`src/hw/rtl/esig_pkg.sv`:
```
package esig_pkg;

    localparam int FIELD_W   = 16;
    localparam int DEGREE_W  = 5;
    localparam int PI_DEG_W  = 2;
    localparam int PI_SLOTS  = 3;
    localparam int CFG_IDX_W = 2;

    localparam logic [CFG_IDX_W-1:0] REG_LT_COUNT = 2'd0;
    localparam logic [CFG_IDX_W-1:0] REG_PI_COUNT = 2'd1;
    localparam logic [CFG_IDX_W-1:0] REG_PI_PRIME = 2'd2;

    localparam logic [FIELD_W-1:0] LT_COUNT_RST = 16'd17;
    localparam logic [FIELD_W-1:0] PI_COUNT_RST = 16'd10;
    localparam logic [FIELD_W-1:0] PI_PRIME_RST = 16'd11;

    localparam logic [PI_DEG_W-1:0] PI_DEG_MIN = 2'd2;

    typedef struct packed {
        logic [FIELD_W-1:0] lt_count;
        logic [FIELD_W-1:0] pi_count;
        logic [FIELD_W-1:0] pi_prime;
    } cfg_t;

    typedef struct packed {
        logic                              err;
        logic [DEGREE_W-1:0]               degree;
        logic [FIELD_W-1:0]                lt_step;
        logic [FIELD_W-1:0]                lt_start;
        logic [PI_DEG_W-1:0]               pi_degree;
        logic [PI_SLOTS-1:0][FIELD_W-1:0]  pi_pos;
    } cmd_t;

    // (pos + step) mod modulus, both operands already below modulus
    function automatic logic [FIELD_W-1:0] mod_advance(
        input logic [FIELD_W-1:0] pos,
        input logic [FIELD_W-1:0] step,
        input logic [FIELD_W-1:0] modulus
    );
        logic [FIELD_W:0] s;
        s = {1'b0, pos} + {1'b0, step};
        if (s >= {1'b0, modulus})
        begin
            s = s - {1'b0, modulus};
        end
        return s[FIELD_W-1:0];
    endfunction

endpackage

```
`src/hw/rtl/esig_if.sv`:
```
interface esig_tuple_if;
    logic        valid;
    logic        ready;
    logic [4:0]  degree;
    logic [15:0] lt_step;
    logic [15:0] lt_start;
    logic [1:0]  pi_degree;
    logic [15:0] pi_step;
    logic [15:0] pi_start;

    modport source (
        output valid, degree, lt_step, lt_start, pi_degree, pi_step, pi_start,
        input  ready
    );
    modport sink (
        input  valid, degree, lt_step, lt_start, pi_degree, pi_step, pi_start,
        output ready
    );
endinterface

interface esig_result_if #(parameter int INDEX_WIDTH = 16);
    logic                   valid;
    logic                   ready;
    logic [INDEX_WIDTH-1:0] symbol_index;
    logic                   last;
    logic                   error;

    modport source (output valid, symbol_index, last, error, input ready);
    modport sink (input valid, symbol_index, last, error, output ready);
endinterface

interface esig_cfg_if;
    logic        valid;
    logic        ready;
    logic [1:0]  index;
    logic [15:0] data;

    modport source (output valid, index, data, input ready);
    modport sink (input valid, index, data, output ready);
endinterface

```
`src/hw/rtl/esig_front.sv`:
```
module esig_front #(
    parameter int INDEX_WIDTH = 16,
    parameter int MAX_DEGREE  = 30
) (
    input  logic              clk,
    input  logic              rst_n,
    esig_tuple_if.sink        tuple,
    input  esig_pkg::cfg_t    cfg_vals,
    input  logic              q_full,
    output logic              q_push,
    output esig_pkg::cmd_t    q_data
);
    import esig_pkg::*;

    localparam logic [1:0] F_IDLE = 2'd0;
    localparam logic [1:0] F_WALK = 2'd1;
    localparam logic [1:0] F_PUSH = 2'd2;

    logic [1:0]          state_reg, state_next;
    cmd_t                cmd_reg, cmd_next;
    logic [FIELD_W-1:0]  pos_reg, pos_next;
    logic [FIELD_W-1:0]  tries_reg, tries_next;
    logic [1:0]          slot_reg, slot_next;
    logic [FIELD_W-1:0]  step_reg, step_next;

    logic                accept;
    logic                bad_tuple;
    logic [32:0]         span;
    logic                overflow;
    logic [FIELD_W-1:0]  pos_adv;

    assign tuple.ready = (state_reg == F_IDLE);
    assign accept      = tuple.valid && tuple.ready;

    assign span     = 33'(cfg_vals.lt_count) + 33'(cfg_vals.pi_count);
    assign overflow = span > (33'(1) << INDEX_WIDTH);

    assign bad_tuple = (tuple.degree == '0) || (32'(tuple.degree) > MAX_DEGREE) ||
                       (tuple.pi_degree < PI_DEG_MIN) ||
                       (tuple.lt_start >= cfg_vals.lt_count) ||
                       (tuple.lt_step >= cfg_vals.lt_count) ||
                       (tuple.pi_start >= cfg_vals.pi_prime) ||
                       (tuple.pi_step == '0) ||
                       (tuple.pi_step >= cfg_vals.pi_prime) ||
                       (cfg_vals.pi_count == '0) || overflow;

    assign pos_adv = mod_advance(pos_reg, step_reg, cfg_vals.pi_prime);

    always_comb
    begin
        state_next = state_reg;
        cmd_next   = cmd_reg;
        pos_next   = pos_reg;
        tries_next = tries_reg;
        slot_next  = slot_reg;
        step_next  = step_reg;
        q_push     = 1'b0;
        unique case (state_reg)
            F_IDLE:
            begin
                if (accept)
                begin
                    cmd_next.err       = bad_tuple;
                    cmd_next.degree    = tuple.degree;
                    cmd_next.lt_step   = tuple.lt_step;
                    cmd_next.lt_start  = tuple.lt_start;
                    cmd_next.pi_degree = tuple.pi_degree;
                    step_next          = tuple.pi_step;
                    pos_next           = tuple.pi_start;
                    tries_next         = '0;
                    slot_next          = '0;
                    state_next         = bad_tuple ? F_PUSH : F_WALK;
                end
            end
            F_WALK:
            begin
                if (pos_reg >= cfg_vals.pi_count)
                begin
                    if (tries_reg >= cfg_vals.pi_prime)
                    begin
                        cmd_next.err = 1'b1;
                        state_next   = F_PUSH;
                    end
                    else
                    begin
                        pos_next   = pos_adv;
                        tries_next = tries_reg + 1'b1;
                    end
                end
                else
                begin
                    cmd_next.pi_pos[slot_reg] = pos_reg;
                    if (slot_reg == cmd_reg.pi_degree - 2'd1)
                    begin
                        state_next = F_PUSH;
                    end
                    else
                    begin
                        slot_next  = slot_reg + 2'd1;
                        pos_next   = pos_adv;
                        tries_next = '0;
                    end
                end
            end
            F_PUSH:
            begin
                if (!q_full)
                begin
                    q_push     = 1'b1;
                    state_next = F_IDLE;
                end
            end
            default:
            begin
                state_next = F_IDLE;
            end
        endcase
    end

    assign q_data = cmd_reg;

    always_ff @(posedge clk or negedge rst_n)
    begin
        if (!rst_n)
        begin
            state_reg <= F_IDLE;
        end
        else
        begin
            state_reg <= state_next;
        end
    end

    always_ff @(posedge clk)
    begin
        cmd_reg   <= cmd_next;
        pos_reg   <= pos_next;
        tries_reg <= tries_next;
        slot_reg  <= slot_next;
        step_reg  <= step_next;
    end

    assert property (@(posedge clk) disable iff (!rst_n)
        q_push |-> !q_full)
        else $error("front pushed into a full queue");

    assert property (@(posedge clk) disable iff (!rst_n)
        (state_reg == F_WALK) |-> (slot_reg < PI_SLOTS[1:0]))
        else $error("PI slot out of range");

endmodule

```
`src/hw/rtl/esig_queue.sv`:
```
module esig_queue (
    input  logic              clk,
    input  logic              rst_n,
    input  logic              push,
    input  esig_pkg::cmd_t    push_data,
    output logic              full,
    input  logic              pop,
    output logic              head_valid,
    output esig_pkg::cmd_t    head_data
);
    import esig_pkg::*;

    localparam int DEPTH = 2;

    cmd_t       mem_reg [DEPTH];
    logic       wr_ptr_reg, wr_ptr_next;
    logic       rd_ptr_reg, rd_ptr_next;
    logic [1:0] count_reg, count_next;

    assign full       = (count_reg == 2'(DEPTH));
    assign head_valid = (count_reg != '0);
    assign head_data  = mem_reg[rd_ptr_reg];

    always_comb
    begin
        wr_ptr_next = push ? ~wr_ptr_reg : wr_ptr_reg;
        rd_ptr_next = pop ? ~rd_ptr_reg : rd_ptr_reg;
        count_next  = count_reg + 2'(push) - 2'(pop);
    end

    always_ff @(posedge clk or negedge rst_n)
    begin
        if (!rst_n)
        begin
            wr_ptr_reg <= 1'b0;
            rd_ptr_reg <= 1'b0;
            count_reg  <= '0;
        end
        else
        begin
            wr_ptr_reg <= wr_ptr_next;
            rd_ptr_reg <= rd_ptr_next;
            count_reg  <= count_next;
        end
    end

    always_ff @(posedge clk)
    begin
        if (push)
        begin
            mem_reg[wr_ptr_reg] <= push_data;
        end
    end

    assert property (@(posedge clk) disable iff (!rst_n)
        pop |-> head_valid)
        else $error("queue popped while empty");

endmodule

```
`src/hw/rtl/esig_back.sv`:
```
module esig_back #(
    parameter int INDEX_WIDTH = 16
) (
    input  logic              clk,
    input  logic              rst_n,
    esig_result_if.source     result,
    input  esig_pkg::cfg_t    cfg_vals,
    input  logic              head_valid,
    input  esig_pkg::cmd_t    head_data,
    output logic              pop
);
    import esig_pkg::*;

    logic                    active_reg, active_next;
    cmd_t                    cmd_reg, cmd_next;
    logic [DEGREE_W-1:0]     lt_left_reg, lt_left_next;
    logic [FIELD_W-1:0]      pos_reg, pos_next;
    logic [1:0]              pi_sel_reg, pi_sel_next;

    logic                    out_valid_reg, out_valid_next;
    logic [INDEX_WIDTH-1:0]  out_index_reg, out_index_next;
    logic                    out_last_reg, out_last_next;
    logic                    out_err_reg, out_err_next;

    logic                    produce;
    logic                    pi_final;
    logic [FIELD_W:0]        pi_sum;

    assign result.valid        = out_valid_reg;
    assign result.symbol_index = out_index_reg;
    assign result.last         = out_last_reg;
    assign result.error        = out_err_reg;

    assign produce  = active_reg && (!out_valid_reg || result.ready);
    assign pop      = !active_reg && head_valid;
    assign pi_final = (pi_sel_reg == cmd_reg.pi_degree - 2'd1);
    assign pi_sum   = {1'b0, cfg_vals.lt_count} + {1'b0, cmd_reg.pi_pos[pi_sel_reg]};

    always_comb
    begin
        active_next    = active_reg;
        cmd_next       = cmd_reg;
        lt_left_next   = lt_left_reg;
        pos_next       = pos_reg;
        pi_sel_next    = pi_sel_reg;
        out_valid_next = (out_valid_reg && !result.ready);
        out_index_next = out_index_reg;
        out_last_next  = out_last_reg;
        out_err_next   = out_err_reg;
        if (pop)
        begin
            active_next  = 1'b1;
            cmd_next     = head_data;
            lt_left_next = head_data.degree;
            pos_next     = head_data.lt_start;
            pi_sel_next  = '0;
        end
        else if (produce)
        begin
            out_valid_next = 1'b1;
            if (cmd_reg.err)
            begin
                out_index_next = '0;
                out_last_next  = 1'b1;
                out_err_next   = 1'b1;
                active_next    = 1'b0;
            end
            else if (lt_left_reg != '0)
            begin
                out_index_next = INDEX_WIDTH'(pos_reg);
                out_last_next  = 1'b0;
                out_err_next   = 1'b0;
                lt_left_next   = lt_left_reg - 1'b1;
                pos_next       = mod_advance(pos_reg, cmd_reg.lt_step, cfg_vals.lt_count);
            end
            else
            begin
                out_index_next = INDEX_WIDTH'(pi_sum);
                out_last_next  = pi_final;
                out_err_next   = 1'b0;
                if (pi_final)
                begin
                    active_next = 1'b0;
                end
                else
                begin
                    pi_sel_next = pi_sel_reg + 2'd1;
                end
            end
        end
    end

    always_ff @(posedge clk or negedge rst_n)
    begin
        if (!rst_n)
        begin
            active_reg    <= 1'b0;
            out_valid_reg <= 1'b0;
        end
        else
        begin
            active_reg    <= active_next;
            out_valid_reg <= out_valid_next;
        end
    end

    always_ff @(posedge clk)
    begin
        cmd_reg       <= cmd_next;
        lt_left_reg   <= lt_left_next;
        pos_reg       <= pos_next;
        pi_sel_reg    <= pi_sel_next;
        out_index_reg <= out_index_next;
        out_last_reg  <= out_last_next;
        out_err_reg   <= out_err_next;
    end

    assert property (@(posedge clk) disable iff (!rst_n)
        (out_valid_reg && out_err_reg) |-> (out_last_reg && out_index_reg == '0))
        else $error("error result without last or with nonzero index");

    assert property (@(posedge clk) disable iff (!rst_n)
        $fell(active_reg) |-> (out_valid_reg && out_last_reg))
        else $error("transaction ended without a last result");

    assert property (@(posedge clk) disable iff (!rst_n)
        (active_reg && !cmd_reg.err) |-> (pi_sel_reg < cmd_reg.pi_degree))
        else $error("PI select ran past the PI degree");

endmodule

```
`src/hw/rtl/encoding_symbol_index_generator_unit.sv`:
```
// Channel  Modport  Payload
// tuple    sink     degree, lt_step, lt_start, pi_degree, pi_step, pi_start
// result   source   symbol_index, last, error
// cfg      sink     index, data (0 lt_count, 1 pi_count, 2 pi_prime)
//
// Front: accepts a tuple, then walks one PI step per cycle (pi_degree plus
// skipped values), then pushes once the queue has room. Back: loads a queued
// tuple, then emits one index per cycle while the result is not stalled,
// degree + pi_degree results (one on error).
// Reset clears control only; cfg registers return to 17, 10, 11.
// A stalled result holds in the output register while the back loads the
// next queued tuple and the front walks the one after it.
module encoding_symbol_index_generator_unit #(
    parameter int INDEX_WIDTH = 16,
    parameter int MAX_DEGREE  = 30
) (
    input  logic           clk,
    input  logic           rst_n,
    esig_tuple_if.sink     tuple,
    esig_result_if.source  result,
    esig_cfg_if.sink       cfg
);
    import esig_pkg::*;

    cfg_t  cfg_vals_reg, cfg_vals_next;
    logic  q_push, q_full, q_pop, q_head_valid;
    cmd_t  q_push_data, q_head_data;

    assign cfg.ready = 1'b1;

    always_comb
    begin
        cfg_vals_next = cfg_vals_reg;
        if (cfg.valid)
        begin
            unique case (cfg.index)
                REG_LT_COUNT: cfg_vals_next.lt_count = cfg.data;
                REG_PI_COUNT: cfg_vals_next.pi_count = cfg.data;
                REG_PI_PRIME: cfg_vals_next.pi_prime = cfg.data;
                default:      cfg_vals_next = cfg_vals_reg;
            endcase
        end
    end

    always_ff @(posedge clk or negedge rst_n)
    begin
        if (!rst_n)
        begin
            cfg_vals_reg.lt_count <= LT_COUNT_RST;
            cfg_vals_reg.pi_count <= PI_COUNT_RST;
            cfg_vals_reg.pi_prime <= PI_PRIME_RST;
        end
        else
        begin
            cfg_vals_reg <= cfg_vals_next;
        end
    end

    esig_front #(
        .INDEX_WIDTH (INDEX_WIDTH),
        .MAX_DEGREE  (MAX_DEGREE)
    ) u_front (
        .clk      (clk),
        .rst_n    (rst_n),
        .tuple    (tuple),
        .cfg_vals (cfg_vals_reg),
        .q_full   (q_full),
        .q_push   (q_push),
        .q_data   (q_push_data)
    );

    esig_queue u_queue (
        .clk        (clk),
        .rst_n      (rst_n),
        .push       (q_push),
        .push_data  (q_push_data),
        .full       (q_full),
        .pop        (q_pop),
        .head_valid (q_head_valid),
        .head_data  (q_head_data)
    );

    esig_back #(
        .INDEX_WIDTH (INDEX_WIDTH)
    ) u_back (
        .clk        (clk),
        .rst_n      (rst_n),
        .result     (result),
        .cfg_vals   (cfg_vals_reg),
        .head_valid (q_head_valid),
        .head_data  (q_head_data),
        .pop        (q_pop)
    );

endmodule

```
`src/flat_wrapper.sv`:
```
// flat-port wrapper written by rule: the top's interface ports become plain ports
module encoding_symbol_index_generator_unit_flat import esig_pkg::*;
#(
    parameter int INDEX_WIDTH = 16,
    parameter int MAX_DEGREE  = 30
)
  (clk, rst_n, tuple_valid, tuple_degree, tuple_lt_step, tuple_lt_start, tuple_pi_degree, tuple_pi_step, tuple_pi_start, tuple_ready, result_valid, result_symbol_index, result_last, result_error, result_ready, cfg_valid, cfg_index, cfg_data, cfg_ready);
  esig_tuple_if tuple_i ();
  esig_result_if #(.INDEX_WIDTH(INDEX_WIDTH)) result_i ();
  esig_cfg_if cfg_i ();
  input  logic clk;
  input  logic rst_n;
  input wire logic [$bits(tuple_i.valid)-1:0] tuple_valid;
  input wire logic [$bits(tuple_i.degree)-1:0] tuple_degree;
  input wire logic [$bits(tuple_i.lt_step)-1:0] tuple_lt_step;
  input wire logic [$bits(tuple_i.lt_start)-1:0] tuple_lt_start;
  input wire logic [$bits(tuple_i.pi_degree)-1:0] tuple_pi_degree;
  input wire logic [$bits(tuple_i.pi_step)-1:0] tuple_pi_step;
  input wire logic [$bits(tuple_i.pi_start)-1:0] tuple_pi_start;
  output wire logic [$bits(tuple_i.ready)-1:0] tuple_ready;
  output wire logic [$bits(result_i.valid)-1:0] result_valid;
  output wire logic [$bits(result_i.symbol_index)-1:0] result_symbol_index;
  output wire logic [$bits(result_i.last)-1:0] result_last;
  output wire logic [$bits(result_i.error)-1:0] result_error;
  input wire logic [$bits(result_i.ready)-1:0] result_ready;
  input wire logic [$bits(cfg_i.valid)-1:0] cfg_valid;
  input wire logic [$bits(cfg_i.index)-1:0] cfg_index;
  input wire logic [$bits(cfg_i.data)-1:0] cfg_data;
  output wire logic [$bits(cfg_i.ready)-1:0] cfg_ready;
  assign tuple_i.valid = tuple_valid;
  assign tuple_i.degree = tuple_degree;
  assign tuple_i.lt_step = tuple_lt_step;
  assign tuple_i.lt_start = tuple_lt_start;
  assign tuple_i.pi_degree = tuple_pi_degree;
  assign tuple_i.pi_step = tuple_pi_step;
  assign tuple_i.pi_start = tuple_pi_start;
  assign tuple_ready = tuple_i.ready;
  assign result_valid = result_i.valid;
  assign result_symbol_index = result_i.symbol_index;
  assign result_last = result_i.last;
  assign result_error = result_i.error;
  assign result_i.ready = result_ready;
  assign cfg_i.valid = cfg_valid;
  assign cfg_i.index = cfg_index;
  assign cfg_i.data = cfg_data;
  assign cfg_ready = cfg_i.ready;
  encoding_symbol_index_generator_unit #(.INDEX_WIDTH(INDEX_WIDTH), .MAX_DEGREE(MAX_DEGREE)) u_core (.clk(clk), .rst_n(rst_n), .tuple(tuple_i), .result(result_i), .cfg(cfg_i));
endmodule
```
`config.mk`:
```
export PLATFORM = sky130hd
export DESIGN_NAME = encoding_symbol_index_generator_unit_flat
export DESIGN_NICKNAME = d
export VERILOG_FILES = /design/src/hw/rtl/esig_pkg.sv /design/src/hw/rtl/esig_if.sv /design/src/hw/rtl/esig_front.sv /design/src/hw/rtl/esig_queue.sv /design/src/hw/rtl/esig_back.sv /design/src/hw/rtl/encoding_symbol_index_generator_unit.sv /design/src/flat_wrapper.sv
export SDC_FILE = /design/constraint.sdc
export NUM_CORES = 1
export LEC_CHECK = 0
export ABC_AREA = 1
export BUFFER_PORTS_ARGS = -buffer_cell sky130_fd_sc_hd__buf_2
export CORE_ASPECT_RATIO = 1.4
export CORE_MARGIN = 5
export CORE_UTILIZATION = 39
export CTS_BUF_LIST = sky130_fd_sc_hd__clkbuf_8
export DETAILED_ROUTE_END_ITERATION = 6
export GPL_ROUTABILITY_DRIVEN = 0
export GPL_TIMING_DRIVEN = 0
export PLACE_DENSITY_LB_ADDON = 0.08
export SYNTH_ARGS = -nofsm -noshare
export SYNTH_HDL_FRONTEND = slang
export SYNTH_SLANG_ARGS = --single-unit
```
`constraint.sdc`:
```
create_clock -name clk -period 7.45 [get_ports clk]
set_clock_uncertainty 0.1 [all_clocks]
set_input_delay 1.49 -clock clk [delete_from_list [all_inputs] [get_ports clk]]
set_output_delay 1.49 -clock clk [all_outputs]
set_load 0.01 [all_outputs]
```
==> flow_summary.toml, run 1 <==
[critical_path]
path_max_fanout = 10
worstPathArrival_ns = 4.73
worstPathCellList = "ha_1 > nand2_1 > nand2_1 > o21ai_0 > o21ai_0 > nand3_1 > nand2_1 > nand2_1 > nand2_1 > inv_1 > ha_1 > nand2_1 > inv_1 > nand2_1 > nor2_1 > a31oi_1 > o21a_1 > nand2_4 > buf_4 > o211ai_1 > nand2_1"
worstSetupStartpointType = "flop"
crit_family = "compound AO/OA/AOI/OAI gates"
worstPathRequired_ns = 7.77
critPathKind = "flop to flop"
slowest_stage = "edfxtp_1"
path_common_cell = "nand2_1"
cp-end-kind = "flop"
cp_slowest_stage_delay_ns = 0.66
path_buf_inv = 3

[floorplanning]
coreArea_um2 = 63400
die_x_um = 224
initial_core_util = 0.394
ios = 115
rows = 109
die_h_um = 310
fp.dieArea_um2 = 69300

[sta]
max_slew_margin = 0.257
finalSetupViolCount = 0
fmax_ghz = 0.227
fin_crit_sh = 0.591
hold_violations = 0
tightest_slew_ns = 1.12
timing.final.crit_period_ns = 4.41
drv_slew = 0
rsz0062_at_grt = "no"
hold_ws_ns = 0.337

[detailed_routing]
drt_iter0_markers = 996
first_pass_iters = 6
routed_wl_um = 74300
drt-wirelength-per-cell_um = 20.4
vias = 18400
vias_per_cell = 5.06
ant_nets = 0
drc = 0

[cts]
htreeDepth = 3
clk_pin_slew_worst_paths_ns = 0.07
cts_buffers = 81
cts_resized = 0
cts_max_path_buffers = 3
clkLatencyLatePin_ns = 0.69
cts.sinks = 478
postCtsSetupRepairBufs = 0
cts-hold-fix-buffers = 0
cts-root-buf = "clkbuf_8"
cts_tree = "built"

[place]
placedCellCount = 3492
dp_hpwl_um = 58100
port_buffers = 113
place_area_um2 = 27000

[synthesis]
synthFlopType = "edfxtp_1"
synth_async_sr_flop_share = 0.117
synth_top_cell_by_area = "edfxtp_1"
yosysSeqAreaShare = 0.563
syn-instance-count = 2530
yosysTopAreaCellShare = 0.505
netlist_top_cells_count = "nand2_1, edfxtp_1, inv_1"
synth.cell_area_um2 = 25000
syn_nets = 2829
yosysUniqueCellTypes = 54
ys_seq_elements = 478
synth.most_common_cell = "nand2_1"
synth-edff-count = 420
post_synth.cell_area_avg_um2 = 9.88
synth_warnings = 0
synthTopCellsByArea = "edfxtp_1, nand2_1, ha_1"

[global_route]
grt_pass1_vias = 18800
grt_first_pass_wirelength_um = 111000
grt_overflow = 0
antenna_found_initial = 1
grtUsageTotal = 0.213
grt_start_max_net_pins = 57

[worst_hold_path]
hold_path.class = "flop to flop"

[final_layout]
layout.cells.non_filler = 3641
synthToLayoutAreaGrowth_pct = 14.3
nets = 3042
utilization = 0.451
fill_cells = 6115
drive_gt1_frac = 0.105
final_area_um2 = 28600
largest_reg_flops = 176

[pwr]
p_leak_nw = 12.5
vdd_drop_max_uv = 217
p_per_area_nw_per_um2 = 455

[outcome]
outcome = "finished, final reports clean"

[run]
drv_cap = 0
[layout by cell type (no fill, tap or decap), types with 9 or more instances in the layout]
master	Yosys	routed
a21o_1	13	13
nand3b_1	11	11
nand3_1	110	110
xnor2_1	25	25
clkbuf_8	0	86
clkbuf_1	41	40
nand2_1	742	742
buf_2	2	114
nand4_1	17	17
clkinv_1	3	21
inv_1	253	272
edfxtp_1	420	420
a21oi_1	149	148
dfrtp_1	49	49
o21ai_0	163	162
ha_1	199	199
nor4_1	9	9
xor2_1	40	40
nor2_1	157	151
nor3_1	21	21
clkinv_2	0	11
[final cells by class]
cell class,count,area [µm²],area share
inverter,258,971,0.0340
timing repair buffer,130,883,0.0309
antenna,1,2.50,0.0000876
clock inverter,62,424,0.0148
buffer,51,228,0.00797
clock buffer,86,1180,0.0414
sequential,478,14100,0.492
multi-input combinational,1743,9780,0.342
tap,832,1040,0.0364
[cell families after synthesis]
family          Yosys count  synth area share
simple gates           1091             0.179
fa+ha+maj               205             0.104
buf+inv                 309            0.0477
other cells               1          0.000150
xor+xnor                 65            0.0228
flops                   478             0.563
compound gates          381            0.0838
[metal layers]
layer / up-vias / GRT usage / routed length, µm
met5: - / 0 / 0
met3: 141 / 0.0274 / 2480
met2: 402 / 0.414 / 40400
met4: 0 / 0.0882 / 2980
met1: 8815 / 0.230 / 28400
li1: 9079 / - / -
[worst register-to-register path: stages (launching register included)]
cell      delay (ns)
edfxtp_1        0.66
ha_1            0.41
nand2_1         0.05
nand2_1         0.06
o21ai_0         0.18
o21ai_0         0.38
nand3_1         0.24
nand2_1         0.11
nand2_1         0.05
nand2_1         0.06
inv_1           0.06
ha_1            0.33
nand2_1         0.13
inv_1           0.06
nand2_1         0.05
nor2_1          0.04
a31oi_1         0.18
o21a_1          0.36
nand2_4         0.17
buf_4           0.22
o211ai_1        0.18
nand2_1         0.08
[where the power goes]
| group | leakage (nW) | internal (mW) | switching (mW) |
|---|---|---|---|
| sequential | 4.62 | 4.02 | 0.367 |
| clock | 0.893 | 1.25 | 1.11 |
| combinational | 7.00 | 2.16 | 4.10 |
[worst paths after layout]
check,start,end,slack [ns],cells past startpoint
max,u_core.u_front.pos_reg[1]$_DFFE_PP_,u_core.u_front.pos_reg[11]$_DFFE_PP_,3.04,21
min,u_core.u_front.q_data[30]$_DFFE_PP_,u_core.u_queue.mem_reg[1][30]$_DFFE_PP_,0.34,0
max reg2reg,u_core.u_front.pos_reg[1]$_DFFE_PP_,u_core.u_front.pos_reg[11]$_DFFE_PP_,3.04,21
min reg2reg,u_core.u_front.q_data[30]$_DFFE_PP_,u_core.u_queue.mem_reg[1][30]$_DFFE_PP_,0.34,0
max in group asynchronous,rst_n,u_core.cfg_vals_reg[44]$_DFFE_PN0P_,5.98,1
min in group asynchronous,rst_n,u_core.cfg_vals_reg[14]$_DFFE_PN0P_,0.77,1
[through the flow]
stage	total power [mW]	setup slack (ns)	setup TNS, ns
CTS	13.1	3.04	0
finish	13.0	3.04	0
global route	14.0	2.73	0
global placement	10.6	-1.80	-143.44
floorplan	8.72	1.58	0
detailed placement	10.7	3.05	0
(Power assumes the default switching activity.)
==> run 2: changes to the inputs <==
ABC_AREA = 0   (was 1)
clock period = 4.5 ns   (was 7.45 ns; I/O delays follow)
==> flow_summary.toml, run 2 <==
[outcome]
outcome = "complete, but fails checks"
violations = "setup timing"

[synthesis]
synthTopCellsByArea = "edfxtp_1, ha_1, dfrtp_1"
synth_top_cell_by_area = "edfxtp_1"
yosysTopAreaCellShare = 0.521
syn-instance-count = 1877
post_synth.cell_area_avg_um2 = 12.9
synthFlopType = "edfxtp_1"
yosysSeqAreaShare = 0.581
netlist_top_cells_count = "edfxtp_1, ha_1, nand2_1"
ys_seq_elements = 478
synth.most_common_cell = "edfxtp_1"
synth.cell_area_um2 = 24200
yosysUniqueCellTypes = 78
synth-edff-count = 420
synth_async_sr_flop_share = 0.117
synth_warnings = 0
syn_nets = 2176

[pwr]
p_leak_nw = 11.0
p_per_area_nw_per_um2 = 794
vdd_drop_max_uv = 560
power.total_mw = 22.6

[final_layout]
final_area_um2 = 28500
drive_gt1_frac = 0.215
synthToLayoutAreaGrowth_pct = 17.7
nets = 2420
final_cell_mix = "edfxtp_1, ha_1, nand2_1"
mostFrequentLayoutCell = "edfxtp_1"
largest_reg_flops = 176

[cts]
htreeDepth = 3
clk_pin_slew_worst_paths_ns = 0.06
cts.sinks = 478
clkLatencyLatePin_ns = 0.68
cts_buffers = 80
cts-hold-fix-buffers = 0
cts_tree = "built"
cts_max_path_buffers = 3
cts-root-buf = "clkbuf_8"

[sta]
hold_violations = 0
drv_slew = 0
rsz0062_at_grt = "yes"
setup_ws_ns = -0.460
max_slew_margin = 0.299
finalSetupViolCount = 16
tightest_slew_ns = 1.04
fmax_ghz = 0.202
fin_crit_sh = 1.10
timing.final.crit_period_ns = 4.96

[critical_path]
critPathKind = "flop to flop"
reg2reg_slack_ns = -0.46
path_common_cell = "a311o_1"
slowest_stage = "or4_4"
worstPathCellList = "ha_2 > fa_2 > a211oi_2 > nor2_2 > or4_4 > a31o_4 > o41a_1 > a311o_1 > xor2_2 > ha_4 > nand3_4 > nor4_4 > a2111o_1 > a311oi_4 > buf_6 > buf_4 > nor3_1 > a311o_1"
cp_slowest_stage_delay_ns = 0.44
cp-end-kind = "flop"
worstPathArrival_ns = 5.28
path_max_fanout = 3
worstPathRequired_ns = 4.82
worstSetupStartpointType = "flop"
rr_worst_depth = 18
timing.rr.end = "u_core.u_back.pos_reg[11]$_DFFE_PP_"
rr_startpoint = "u_core.u_back.cmd_reg[66]$_DFFE_PP_"

[global_route]
grt_first_pass_wirelength_um = 103000
grtUsageTotal = 0.209
grt_overflow = 0
antenna_found_initial = 1
grt_start_max_net_pins = 57
grt_pass1_vias = 16800

[floorplanning]
ios = 115
die_x_um = 221
rows = 108
coreArea_um2 = 61800
fp.dieArea_um2 = 67300
initial_core_util = 0.392
die_h_um = 305

[detailed_routing]
first_pass_iters = 5
ant_nets = 0
vias_per_cell = 5.36
drc = 0
drt_iter0_markers = 993
routed_wl_um = 71200
drt-wirelength-per-cell_um = 23.7
vias = 16100

[place]
place_ws_ns = -1.15
place_area_um2 = 26200
dp_hpwl_um = 53200
port_buffers = 113

[run]
drv_cap = 0

[worst_hold_path]
hold_path.class = "input pin to async pin"
run 2: report_power, final:
group / internal, mW / leakage [nW] / switching [mW]
clock network: 1.96 / 0.888 / 1.80
logic: 5.17 / 5.49 / 6.54
registers: 6.51 / 4.59 / 0.652
run 2: repair_timing:
item	4_1_cts	5_1_grt
gates resized for setup	60	54
pin swaps	20	20
cloned	0	2
endpoints found under the setup margin	37	36
setup buffers	24	12
run 2: logic make-up (layout without fill, tap and decap cells):
| group | after synthesis | after routing | share of synthesized area |
|---|---|---|---|
| AO/OA/AOI/OAI | 375 | 375 | 0.101 |
| flip-flops | 478 | 478 | 0.581 |
| other | 1 | 2 | 0.000155 |
| adder cells (fa/ha/maj) | 205 | 205 | 0.108 |
| buffers and inverters | 141 | 442 | 0.0227 |
| AND/OR/NAND/NOR | 436 | 436 | 0.0871 |
| XOR/XNOR | 86 | 86 | 0.0311 |
| multiplexers | 155 | 155 | 0.0694 |
run 2: worst max-delay path, delay by kind of cell (launching register included):
family                     cells  cell delay [ns]
adders and majority gates      3             0.83
buffers and inverters          2             0.28
AOI/OAI and AO/OA              7             2.19
DFF                            1             0.41
and+or+nand+nor                5             0.67
xor gates and xnor gates       1             0.23
run 2: how the worst max path moves through the flow:
stage               cells past startpoint  slack, ns                                    start                                      end
CTS                                    18      -0.47      u_core.u_back.cmd_reg[66]$_DFFE_PP_       u_core.u_back.pos_reg[2]$_DFFE_PP_
floorplan                               3      -0.58  u_core.u_front.state_reg[0]$_DFFE_PN0P_   u_core.u_queue.mem_reg[0][0]$_DFFE_PP_
detailed placement                     17      -1.15       u_core.u_back.pos_reg[0]$_DFFE_PP_      u_core.u_back.pos_reg[12]$_DFFE_PP_
finish                                 18      -0.46      u_core.u_back.cmd_reg[66]$_DFFE_PP_      u_core.u_back.pos_reg[11]$_DFFE_PP_
global placement                        3      -3.88  u_core.u_front.state_reg[0]$_DFFE_PN0P_  u_core.u_queue.mem_reg[0][85]$_DFFE_PP_
global route                           18      -0.58      u_core.u_back.cmd_reg[66]$_DFFE_PP_       u_core.u_back.pos_reg[2]$_DFFE_PP_
run 2: cell type report:
type / count / area [µm²]
repair buffers: 164 / 1210
inverters: 91 / 344
clock buffers: 87 / 1200
multi-input cells: 1258 / 10100
clock inverters: 52 / 328
well taps: 825 / 1030
fillers: 5649 / 33300
plain buffers: 48 / 221
diodes: 1 / 2.50
flip-flops and latches: 478 / 14100
run 2: metrics by stage:
step                      cells  utilization  hold slack, ns  TNS, ns
after global placement     2815        0.419           0.322  -813.83
after CTS                  2990        0.456           0.193    -6.27
after detailed placement   2828        0.424           0.330   -30.51
after floorplan            1877            -           0.321  -103.91
final                      3004        0.462           0.216    -6.07
after global routing       3004        0.462           0.244   -10.49
run 2: per-layer routing:
layer	vias to the layer above	share of wire	track usage
li1	7616	-	-
met1	7904	0.39	0.239
met2	413	0.51	0.374
met3	160	0.042	0.0321
met4	0	0.056	0.104
met5	-	0	0
